===== config.mk =====
export PLATFORM = sky130hd
export DESIGN_NAME = permission_mode_string_parser
export DESIGN_NICKNAME = d
export VERILOG_FILES = /design/src/rtl/core/pmsp_pkg.sv /design/src/rtl/core/permission_mode_string_parser.sv
export VERILOG_INCLUDE_DIRS = /design/src /design/src/rtl/core
export SDC_FILE = /design/constraint.sdc
export NUM_CORES = 1
export LEC_CHECK = 0
export BUFFER_PORTS_ARGS = -buffer_cell sky130_fd_sc_hd__buf_2
export CAP_MARGIN = 20
export CELL_PAD_IN_SITES_DETAIL_PLACEMENT = 1
export CELL_PAD_IN_SITES_GLOBAL_PLACEMENT = 2
export CORE_ASPECT_RATIO = 0.7
export CORE_MARGIN = 1.5
export CORE_UTILIZATION = 38
export DETAILED_ROUTE_END_ITERATION = 10
export HOLD_SLACK_MARGIN = 0.05
export PLACE_DENSITY_LB_ADDON = 0.1
export SYNTH_ARGS = -nofsm -noshare
export SYNTH_HDL_FRONTEND = slang
export SYNTH_SLANG_ARGS = --single-unit

===== constraint.sdc =====
create_clock -name clk -period 3.2 [get_ports clk]
set_input_delay 0.48 -clock clk [delete_from_list [all_inputs] [get_ports clk]]
set_output_delay 0.48 -clock clk [all_outputs]
set_load 0.01 [all_outputs]

===== src/rtl/core/permission_mode_string_parser_assert.svh =====
`ifndef PERMISSION_MODE_STRING_PARSER_ASSERT_SVH
`define PERMISSION_MODE_STRING_PARSER_ASSERT_SVH

// Same-cycle implication, checked on every rising edge outside reset.
`define PMSP_ASSERT_NOW(label, ante, cons, msg) \
    label: assert property (@(posedge clk) disable iff (!rst_n) (ante) |-> (cons)) \
        else $error(msg);

// Next-cycle implication, checked on every rising edge outside reset.
`define PMSP_ASSERT_NEXT(label, ante, cons, msg) \
    label: assert property (@(posedge clk) disable iff (!rst_n) (ante) |=> (cons)) \
        else $error(msg);

`endif


===== src/rtl/core/pmsp_pkg.sv =====
package pmsp_pkg;

    typedef enum logic [3:0] {
        PH_FIRST      = 4'd0,
        PH_FORM       = 4'd1,
        PH_OCTAL      = 4'd2,
        PH_WHO        = 4'd3,
        PH_AFTER_OP   = 4'd4,
        PH_AFTER_COPY = 4'd5,
        PH_PERMS      = 4'd6
    } phase_t;

    typedef enum logic [1:0] {
        OP_NONE = 2'd0,
        OP_ADD  = 2'd1,
        OP_DEL  = 2'd2,
        OP_SET  = 2'd3
    } op_t;

    localparam logic [1:0] KIND_EQUAL = 2'd0;
    localparam logic [1:0] KIND_ANY   = 2'd1;
    localparam logic [1:0] KIND_ALL   = 2'd2;

    localparam logic [1:0] STATUS_OK      = 2'd0;
    localparam logic [1:0] STATUS_EMPTY   = 2'd1;
    localparam logic [1:0] STATUS_INVALID = 2'd2;

    localparam logic [7:0] CH_NUL   = 8'h00;
    localparam logic [7:0] CH_PLUS  = 8'h2B;
    localparam logic [7:0] CH_COMMA = 8'h2C;
    localparam logic [7:0] CH_MINUS = 8'h2D;
    localparam logic [7:0] CH_SLASH = 8'h2F;
    localparam logic [7:0] CH_0     = 8'h30;
    localparam logic [7:0] CH_7     = 8'h37;
    localparam logic [7:0] CH_8     = 8'h38;
    localparam logic [7:0] CH_9     = 8'h39;
    localparam logic [7:0] CH_EQ    = 8'h3D;
    localparam logic [7:0] CH_UP_X  = 8'h58;
    localparam logic [7:0] CH_A     = 8'h61;
    localparam logic [7:0] CH_G     = 8'h67;
    localparam logic [7:0] CH_O     = 8'h6F;
    localparam logic [7:0] CH_R     = 8'h72;
    localparam logic [7:0] CH_S     = 8'h73;
    localparam logic [7:0] CH_T     = 8'h74;
    localparam logic [7:0] CH_U     = 8'h75;
    localparam logic [7:0] CH_W     = 8'h77;
    localparam logic [7:0] CH_X     = 8'h78;

    localparam logic [12:0] OCT_LIMIT = 13'o7777;
    localparam logic [12:0] OCT_SAT   = 13'o10000;

    localparam logic [11:0] BIT_SUID   = 12'o4000;
    localparam logic [11:0] BIT_SGID   = 12'o2000;
    localparam logic [11:0] BIT_STICKY = 12'o1000;
    localparam logic [11:0] ALL_EXEC   = 12'o0111;

endpackage


===== src/rtl/core/permission_mode_string_parser.sv =====
// A result appears on m_tvalid from the result register once its zero byte has passed the
// input register and been decoded. The parser takes one character per cycle while the input
// register does not stall; every character is decoded between the input register and the result register.
// The input register stalls only when a zero byte meets a result that is still waiting.
// Reset (rst_n low, asynchronous) empties both registers and returns the parser to the
// state that expects the first character of a new argument.
`include "permission_mode_string_parser_assert.svh"

module permission_mode_string_parser
    import pmsp_pkg::*;
(
    input  logic        clk,
    input  logic        rst_n,
    input  logic        s_tvalid,
    output logic        s_tready,
    input  logic [7:0]  s_tdata,   // [7:0] char_code
    output logic        m_tvalid,
    input  logic        m_tready,
    output logic [15:0] m_tdata    // [11:0] mode_bits, [13:12] compare_kind, [15:14] status
);

    logic        in_valid_reg;
    logic [7:0]  in_char_reg;
    logic        out_valid_reg, out_valid_next;
    logic [15:0] out_data_reg, out_data_next;

    phase_t      phase_reg, phase_next;
    logic [11:0] mode_reg, mode_next;
    logic [12:0] octal_reg, octal_next;
    logic [11:0] perm_reg, perm_next;
    logic [3:0]  who_reg, who_next;
    op_t         op_reg, op_next;
    logic [1:0]  kind_reg, kind_next;
    logic        err_reg, err_next;

    logic        proc_en;
    logic        end_char;
    logic [7:0]  c;
    logic        do_form, do_who, do_perm, bad;
    logic [15:0] oct_calc;
    logic [2:0]  copy_trio;
    logic [11:0] copy_perm;
    logic [1:0]  end_status;
    logic [11:0] end_mode;
    logic        named;

    // who bits: [0] u, [1] g, [2] o, [3] a
    function automatic logic [11:0] spread(input logic [3:0] who, input logic [2:0] trio);
        logic [11:0] p;
        begin
            p = '0;
            if (who[0])
                p = p | {3'b000, trio, 6'b000000};
            if (who[1])
                p = p | {6'b000000, trio, 3'b000};
            if (who[2])
                p = p | {9'b000000000, trio};
            return p;
        end
    endfunction

    function automatic logic [11:0] apply_clause(input logic [11:0] mode, input op_t op,
                                                  input logic [11:0] perm);
        logic [11:0] m;
        begin
            case (op)
                OP_DEL:  m = mode & ~perm;
                OP_ADD:  m = mode | perm;
                OP_SET:  m = (perm != 12'd0) ? perm : mode;
                default: m = mode;
            endcase
            return m;
        end
    endfunction

    assign c        = in_char_reg;
    assign end_char = (in_char_reg == CH_NUL);
    assign proc_en  = in_valid_reg && (!end_char || !out_valid_reg || m_tready);
    assign s_tready = !in_valid_reg || proc_en;
    assign m_tvalid = out_valid_reg;
    assign m_tdata  = out_data_reg;

    assign named    = |who_reg[2:0];
    assign oct_calc = {octal_reg, 3'b000} + {13'd0, c[2:0]};

    always_comb
    begin
        case (c)
            CH_U:    copy_trio = mode_reg[8:6];
            CH_G:    copy_trio = mode_reg[5:3];
            default: copy_trio = mode_reg[2:0];
        endcase
    end

    assign copy_perm = perm_reg | spread(who_reg, copy_trio);

    always_ff @(posedge clk or negedge rst_n)
    begin
        if (!rst_n)
        begin
            in_valid_reg <= 1'b0;
        end
        else if (s_tready)
        begin
            in_valid_reg <= s_tvalid;
        end
    end

    always_ff @(posedge clk)
    begin
        if (s_tready && s_tvalid)
        begin
            in_char_reg <= s_tdata;
        end
    end

    always_comb
    begin
        phase_next     = phase_reg;
        mode_next      = mode_reg;
        octal_next     = octal_reg;
        perm_next      = perm_reg;
        who_next       = who_reg;
        op_next        = op_reg;
        kind_next      = kind_reg;
        err_next       = err_reg;
        out_valid_next = out_valid_reg && !m_tready;
        out_data_next  = out_data_reg;
        do_form        = 1'b0;
        do_who         = 1'b0;
        do_perm        = 1'b0;
        bad            = 1'b0;
        end_status     = STATUS_OK;
        end_mode       = 12'd0;

        if (proc_en && end_char)
        begin
            if (phase_reg == PH_FIRST && !err_reg)
            begin
                end_status = STATUS_EMPTY;
            end
            else if (err_reg)
            begin
                end_status = STATUS_INVALID;
            end
            else if (phase_reg == PH_OCTAL)
            begin
                if (octal_reg > OCT_LIMIT)
                    end_status = STATUS_INVALID;
                else
                    end_mode = octal_reg[11:0];
            end
            else if (phase_reg == PH_FORM || phase_reg == PH_WHO)
            begin
                end_status = STATUS_INVALID;
            end
            else
            begin
                end_mode = apply_clause(mode_reg, op_reg, perm_reg);
            end
            out_valid_next = 1'b1;
            out_data_next  = {end_status, kind_reg,
                              (end_status == STATUS_OK) ? end_mode : 12'd0};
            phase_next     = PH_FIRST;
            mode_next      = '0;
            octal_next     = '0;
            perm_next      = '0;
            who_next       = '0;
            op_next        = OP_NONE;
            kind_next      = KIND_EQUAL;
            err_next       = 1'b0;
        end
        else if (proc_en && !err_reg)
        begin
            case (phase_reg)
                PH_FIRST:
                begin
                    if (c == CH_SLASH)
                    begin
                        kind_next  = KIND_ANY;
                        phase_next = PH_FORM;
                    end
                    else if (c == CH_MINUS)
                    begin
                        kind_next  = KIND_ALL;
                        phase_next = PH_FORM;
                    end
                    else
                    begin
                        do_form = 1'b1;
                    end
                end
                PH_FORM:
                begin
                    do_form = 1'b1;
                end
                PH_OCTAL:
                begin
                    if (c >= CH_0 && c <= CH_7)
                        octal_next = (oct_calc > {3'b000, OCT_SAT}) ? OCT_SAT : oct_calc[12:0];
                    else
                        bad = 1'b1;
                end
                PH_WHO:
                begin
                    do_who = 1'b1;
                end
                PH_AFTER_OP:
                begin
                    if (c == CH_U || c == CH_G || c == CH_O)
                    begin
                        perm_next  = copy_perm;
                        phase_next = (copy_perm != 12'd0) ? PH_AFTER_COPY : PH_PERMS;
                    end
                    else
                    begin
                        phase_next = PH_PERMS;
                        do_perm    = 1'b1;
                    end
                end
                PH_AFTER_COPY:
                begin
                    if (c == CH_COMMA)
                        do_perm = 1'b1;
                    else
                        bad = 1'b1;
                end
                PH_PERMS:
                begin
                    do_perm = 1'b1;
                end
                default:
                begin
                    bad = 1'b1;
                end
            endcase

            // The form character: an octal digit opens a number, else a symbolic clause.
            if (do_form)
            begin
                if (c >= CH_0 && c <= CH_7)
                begin
                    octal_next = {10'd0, c[2:0]};
                    phase_next = PH_OCTAL;
                end
                else if (c == CH_8 || c == CH_9)
                begin
                    bad = 1'b1;
                end
                else
                begin
                    phase_next = PH_WHO;
                    do_who     = 1'b1;
                end
            end

            if (do_who)
            begin
                case (c)
                    CH_U:  who_next = who_reg | 4'b0001;
                    CH_G:  who_next = who_reg | 4'b0010;
                    CH_O:  who_next = who_reg | 4'b0100;
                    CH_A:  who_next = 4'b1111;
                    CH_PLUS:
                    begin
                        op_next    = OP_ADD;
                        phase_next = PH_AFTER_OP;
                    end
                    CH_MINUS:
                    begin
                        op_next    = OP_DEL;
                        phase_next = PH_AFTER_OP;
                    end
                    CH_EQ:
                    begin
                        op_next    = OP_SET;
                        phase_next = PH_AFTER_OP;
                    end
                    default: bad = 1'b1;
                endcase
            end

            if (do_perm)
            begin
                case (c)
                    CH_R:
                        perm_next = perm_reg | (named ? spread(who_reg, 3'b100) : 12'o0444);
                    CH_W:
                        perm_next = perm_reg | (named ? spread(who_reg, 3'b010) : 12'o0222);
                    CH_X:
                        perm_next = perm_reg | (named ? spread(who_reg, 3'b001) : 12'o0111);
                    CH_UP_X:
                    begin
                        if ((mode_reg & ALL_EXEC) != 12'd0)
                            perm_next = perm_reg | spread(who_reg, 3'b001);
                    end
                    CH_S:
                    begin
                        // Naming only the other class leaves the clause untouched.
                        perm_next = perm_reg | (who_reg[0] ? BIT_SUID : 12'd0)
                                             | (who_reg[1] ? BIT_SGID : 12'd0);
                    end
                    CH_T:
                    begin
                        if (!named || who_reg[3])
                            perm_next = perm_reg | BIT_STICKY;
                    end
                    CH_COMMA:
                    begin
                        mode_next  = apply_clause(mode_reg, op_reg, perm_reg);
                        perm_next  = '0;
                        who_next   = '0;
                        op_next    = OP_NONE;
                        phase_next = PH_WHO;
                    end
                    default: bad = 1'b1;
                endcase
            end

            if (bad)
                err_next = 1'b1;
        end
    end

    always_ff @(posedge clk or negedge rst_n)
    begin
        if (!rst_n)
        begin
            phase_reg     <= PH_FIRST;
            mode_reg      <= '0;
            octal_reg     <= '0;
            perm_reg      <= '0;
            who_reg       <= '0;
            op_reg        <= OP_NONE;
            kind_reg      <= KIND_EQUAL;
            err_reg       <= 1'b0;
            out_valid_reg <= 1'b0;
        end
        else
        begin
            phase_reg     <= phase_next;
            mode_reg      <= mode_next;
            octal_reg     <= octal_next;
            perm_reg      <= perm_next;
            who_reg       <= who_next;
            op_reg        <= op_next;
            kind_reg      <= kind_next;
            err_reg       <= err_next;
            out_valid_reg <= out_valid_next;
        end
    end

    always_ff @(posedge clk)
    begin
        out_data_reg <= out_data_next;
    end

    `PMSP_ASSERT_NOW(a_mode_zero_on_fail, out_valid_reg && out_data_reg[15:14] != STATUS_OK, out_data_reg[11:0] == 12'd0, "mode bits not zero on a failed parse")
    `PMSP_ASSERT_NEXT(a_err_sticky, err_reg && !(proc_en && end_char), err_reg, "error flag dropped before the end of the argument")
    `PMSP_ASSERT_NEXT(a_end_resets, proc_en && end_char, phase_reg == PH_FIRST && !err_reg && out_valid_reg, "end of argument did not emit a result and restart")
    `PMSP_ASSERT_NOW(a_octal_sat, 1'b1, octal_reg <= OCT_SAT, "octal accumulator above its saturation value")

endmodule


==> qor.csv <==
metric,value,unit
dp_slack,393,ps
tightest_slew,804,ps
slew_viol_final,0,
htree_levels,3,
routed_wl,15300,um
synth_xor_area_share,0.195,%
avgSynthCellArea,9.00,sq um
clk-insertion-delay-late,350,ps
clock_tree.buffer_depth,2,
grt_util_all_layers,26.2,%
clock_skew,8.95,ps
yosysWarnings,0,
place_area,4830,sq um
nets,544,
cp_data_required_time,3440,ps
cp_max_fo,13,
pin_count,30,
syn_nets,511,
overflow,0,
post_cts_buffers,0,
yosys-top-cells-count,"57 x nor2_1, 54 x nand2_1, 52 x dfrtp_1",
coreArea,11300,sq um
ctsResizeCount,0,
drv_cap,0,
ctsHoldBuffers,0,
synthSimpleGateAreaFrac,27.7,%
setup_viol,0,
tritoncts,built,
muxShareOfSynthArea,0,%
cts_made_buffers,9,
cp-end-kind,flop,
gp_congestion,0.884,
r2r_slack,300,ps
critPathKind,flop to flop,
seq_area_frac_synth,45.0,%
fin_cells,690,
numPortBuffers,29,
synth_top_area_share,29.0,%
synth.most_common_cell,nor2_1,
n_antenna_cell,0,
critPathCapture,perm_reg[10]$_DFFE_PN0P_,
powerDensity,449,nW/um^2
fin_setup_tns,0,ps
cts.sinks,76,
hp-class,primary input to async pin,
status,"complete, no violations",
vias,4209,
vias_per_cell,6.10,
postLayoutCellArea,5150,sq um
holdWs,156,ps
ys_types,74,
ys_top_cells_by_area,"dfrtp_1 29%, edfxtp_1 16%, nor2_1 4.8%, nand2_1 4.5%, a22oi_1 3.7%",
hold_viol_final,0,
ys.flop_type,dfrtp_1,
cp_data_arrival_time,3140,ps
synth_top_family_by_area,simple AND/OR/NAND/NOR gates,
async_flop_share,68.4,%
worstReg2RegEnd,perm_reg[10]$_DFFE_PN0P_,
synth.ff_latch_count,76,
drt-pass1-iter-count,5,
die_h,93.9,um
dieArea,12500,sq um
cts-root-buf,clkbuf_16,
max_freq,0.345,GHz
rsz0062_at_grt,false,
avgRoutedWirePerCell,22.2,um
layout_setup_ws,299,ps
grt_max_degree,31,
start_util,39.9,%
die-width,133,um
post-route-period-util,90.7,%
yosys.area_share.adder,0,%
rr_worst_depth,7,
p_leak,2.07,nW
largest_reg_flops,16,
r2r_start,c[4]$_DFFE_PP_,
drc_errors,0,
hpwl,11200,um
ir_drop,241,uV
area_growth,14.7,%
ant_nets,0,
yosys.area.top_type,dfrtp_1,
syn-instance-count,499,
core.rowCount,32,
period_needed,2900,ps
clk_pin_slew,70,ps
crit_path_start_kind,flop,
slew_headroom,45.5,%
grt_pass1_vias,4324,
grt_pass1_wl,24600,um
synth_edf_count,24,
first_iter_violations,325,
placed_cells,674,
synth.cell_area,4490,sq um
synth_compound_gate_area_share,23.3,%
drive_gt1_share,16.6,%
antenna_found_initial,0,
crit_start,c[4]$_DFFE_PP_,
==> report_power, final <==
part / leakage [nW] / switching [mW] / internal, mW
Combinational: 0.996 / 0.101 / 0.0537
Sequential: 0.915 / 0.0293 / 1.02
Clock: 0.155 / 0.435 / 0.676
==> cell families after synthesis <==
family | count (synthesis)
AOI/OAI and AO/OA | 150
xor gates and xnor gates | 1
buffers and inverters | 35
DFF | 76
and+or+nand+nor | 237
==> area by class of cell <==
type	instances	area [sq um]
clock inverters	3	43.8
clock buffers	13	272
multi-input cells	388	2300
inverters	9	33.8
well taps	153	191
repair buffers	48	288
flip-flops and latches	76	2020
fillers	1339	6100
==> layer usage <==
| layer | GRT usage, % | vias up | part of all wire, % |
|---|---|---|---|
| met2 | 40.6 | 114 | 44 |
| met1 | 36.6 | 2141 | 49 |
| met4 | 8.06 | 0 | 1.6 |
| li1 | - | 1930 | - |
| met3 | 5.83 | 24 | 5.8 |
| met5 | 0 | - | 0 |
==> worst min path at each step <==
stage | end | slack, ps | cells after the start
2_1_floorplan | err_reg$_DFFE_PN0P_ | 180 | 0
3_3_place_gp | m_tdata[12]$_DFFE_PP_ | 430 | 0
3_5_place_dp | m_tdata[12]$_DFFE_PP_ | 440 | 0
4_1_cts | perm_reg[6]$_DFFE_PN0P_ | 160 | 1
5_1_grt | perm_reg[6]$_DFFE_PN0P_ | 190 | 1
6_report | perm_reg[0]$_DFFE_PN0P_ | 160 | 1
==> per-stage QoR <==
step / utilization, % / total power [mW]
final: 45.8 / 2.31
after global routing: 45.8 / 2.37
after CTS: 45.8 / 2.32
after detailed placement: 43.0 / 1.22
after global placement: 43.0 / 1.21
after floorplan: - / 1.15
==> critical path, cell delays in order, from the launching register on <==
cell and delay [ps]:
edfxtp_1 510, and4b_2 450, a22oi_1 260, o311ai_1 730
nor3_1 140, o211a_1 280, and4b_1 230, a22o_1 180
==> cell usage in the layout, fill, tap and decap left out, types with 4 or more instances in the layout <==
| cell type | count |
|---|---|
| a211oi_1 | 5 |
| a21oi_1 | 31 |
| a22o_1 | 11 |
| a22oi_1 | 22 |
| a31oi_1 | 6 |
| and2_1 | 5 |
| and3_1 | 8 |
| buf_2 | 29 |
| buf_4 | 19 |
| clkbuf_16 | 10 |
| dfrtp_1 | 52 |
| edfxtp_1 | 24 |
| inv_1 | 8 |
| nand2_1 | 54 |
| nand2b_1 | 19 |
| nand3_1 | 27 |
| nor2_1 | 57 |
| nor2b_1 | 6 |
| nor3_1 | 14 |
| nor4_1 | 11 |
| o21ai_0 | 32 |
| o22ai_1 | 4 |
| or2_2 | 4 |
(Power assumes the default switching activity.)
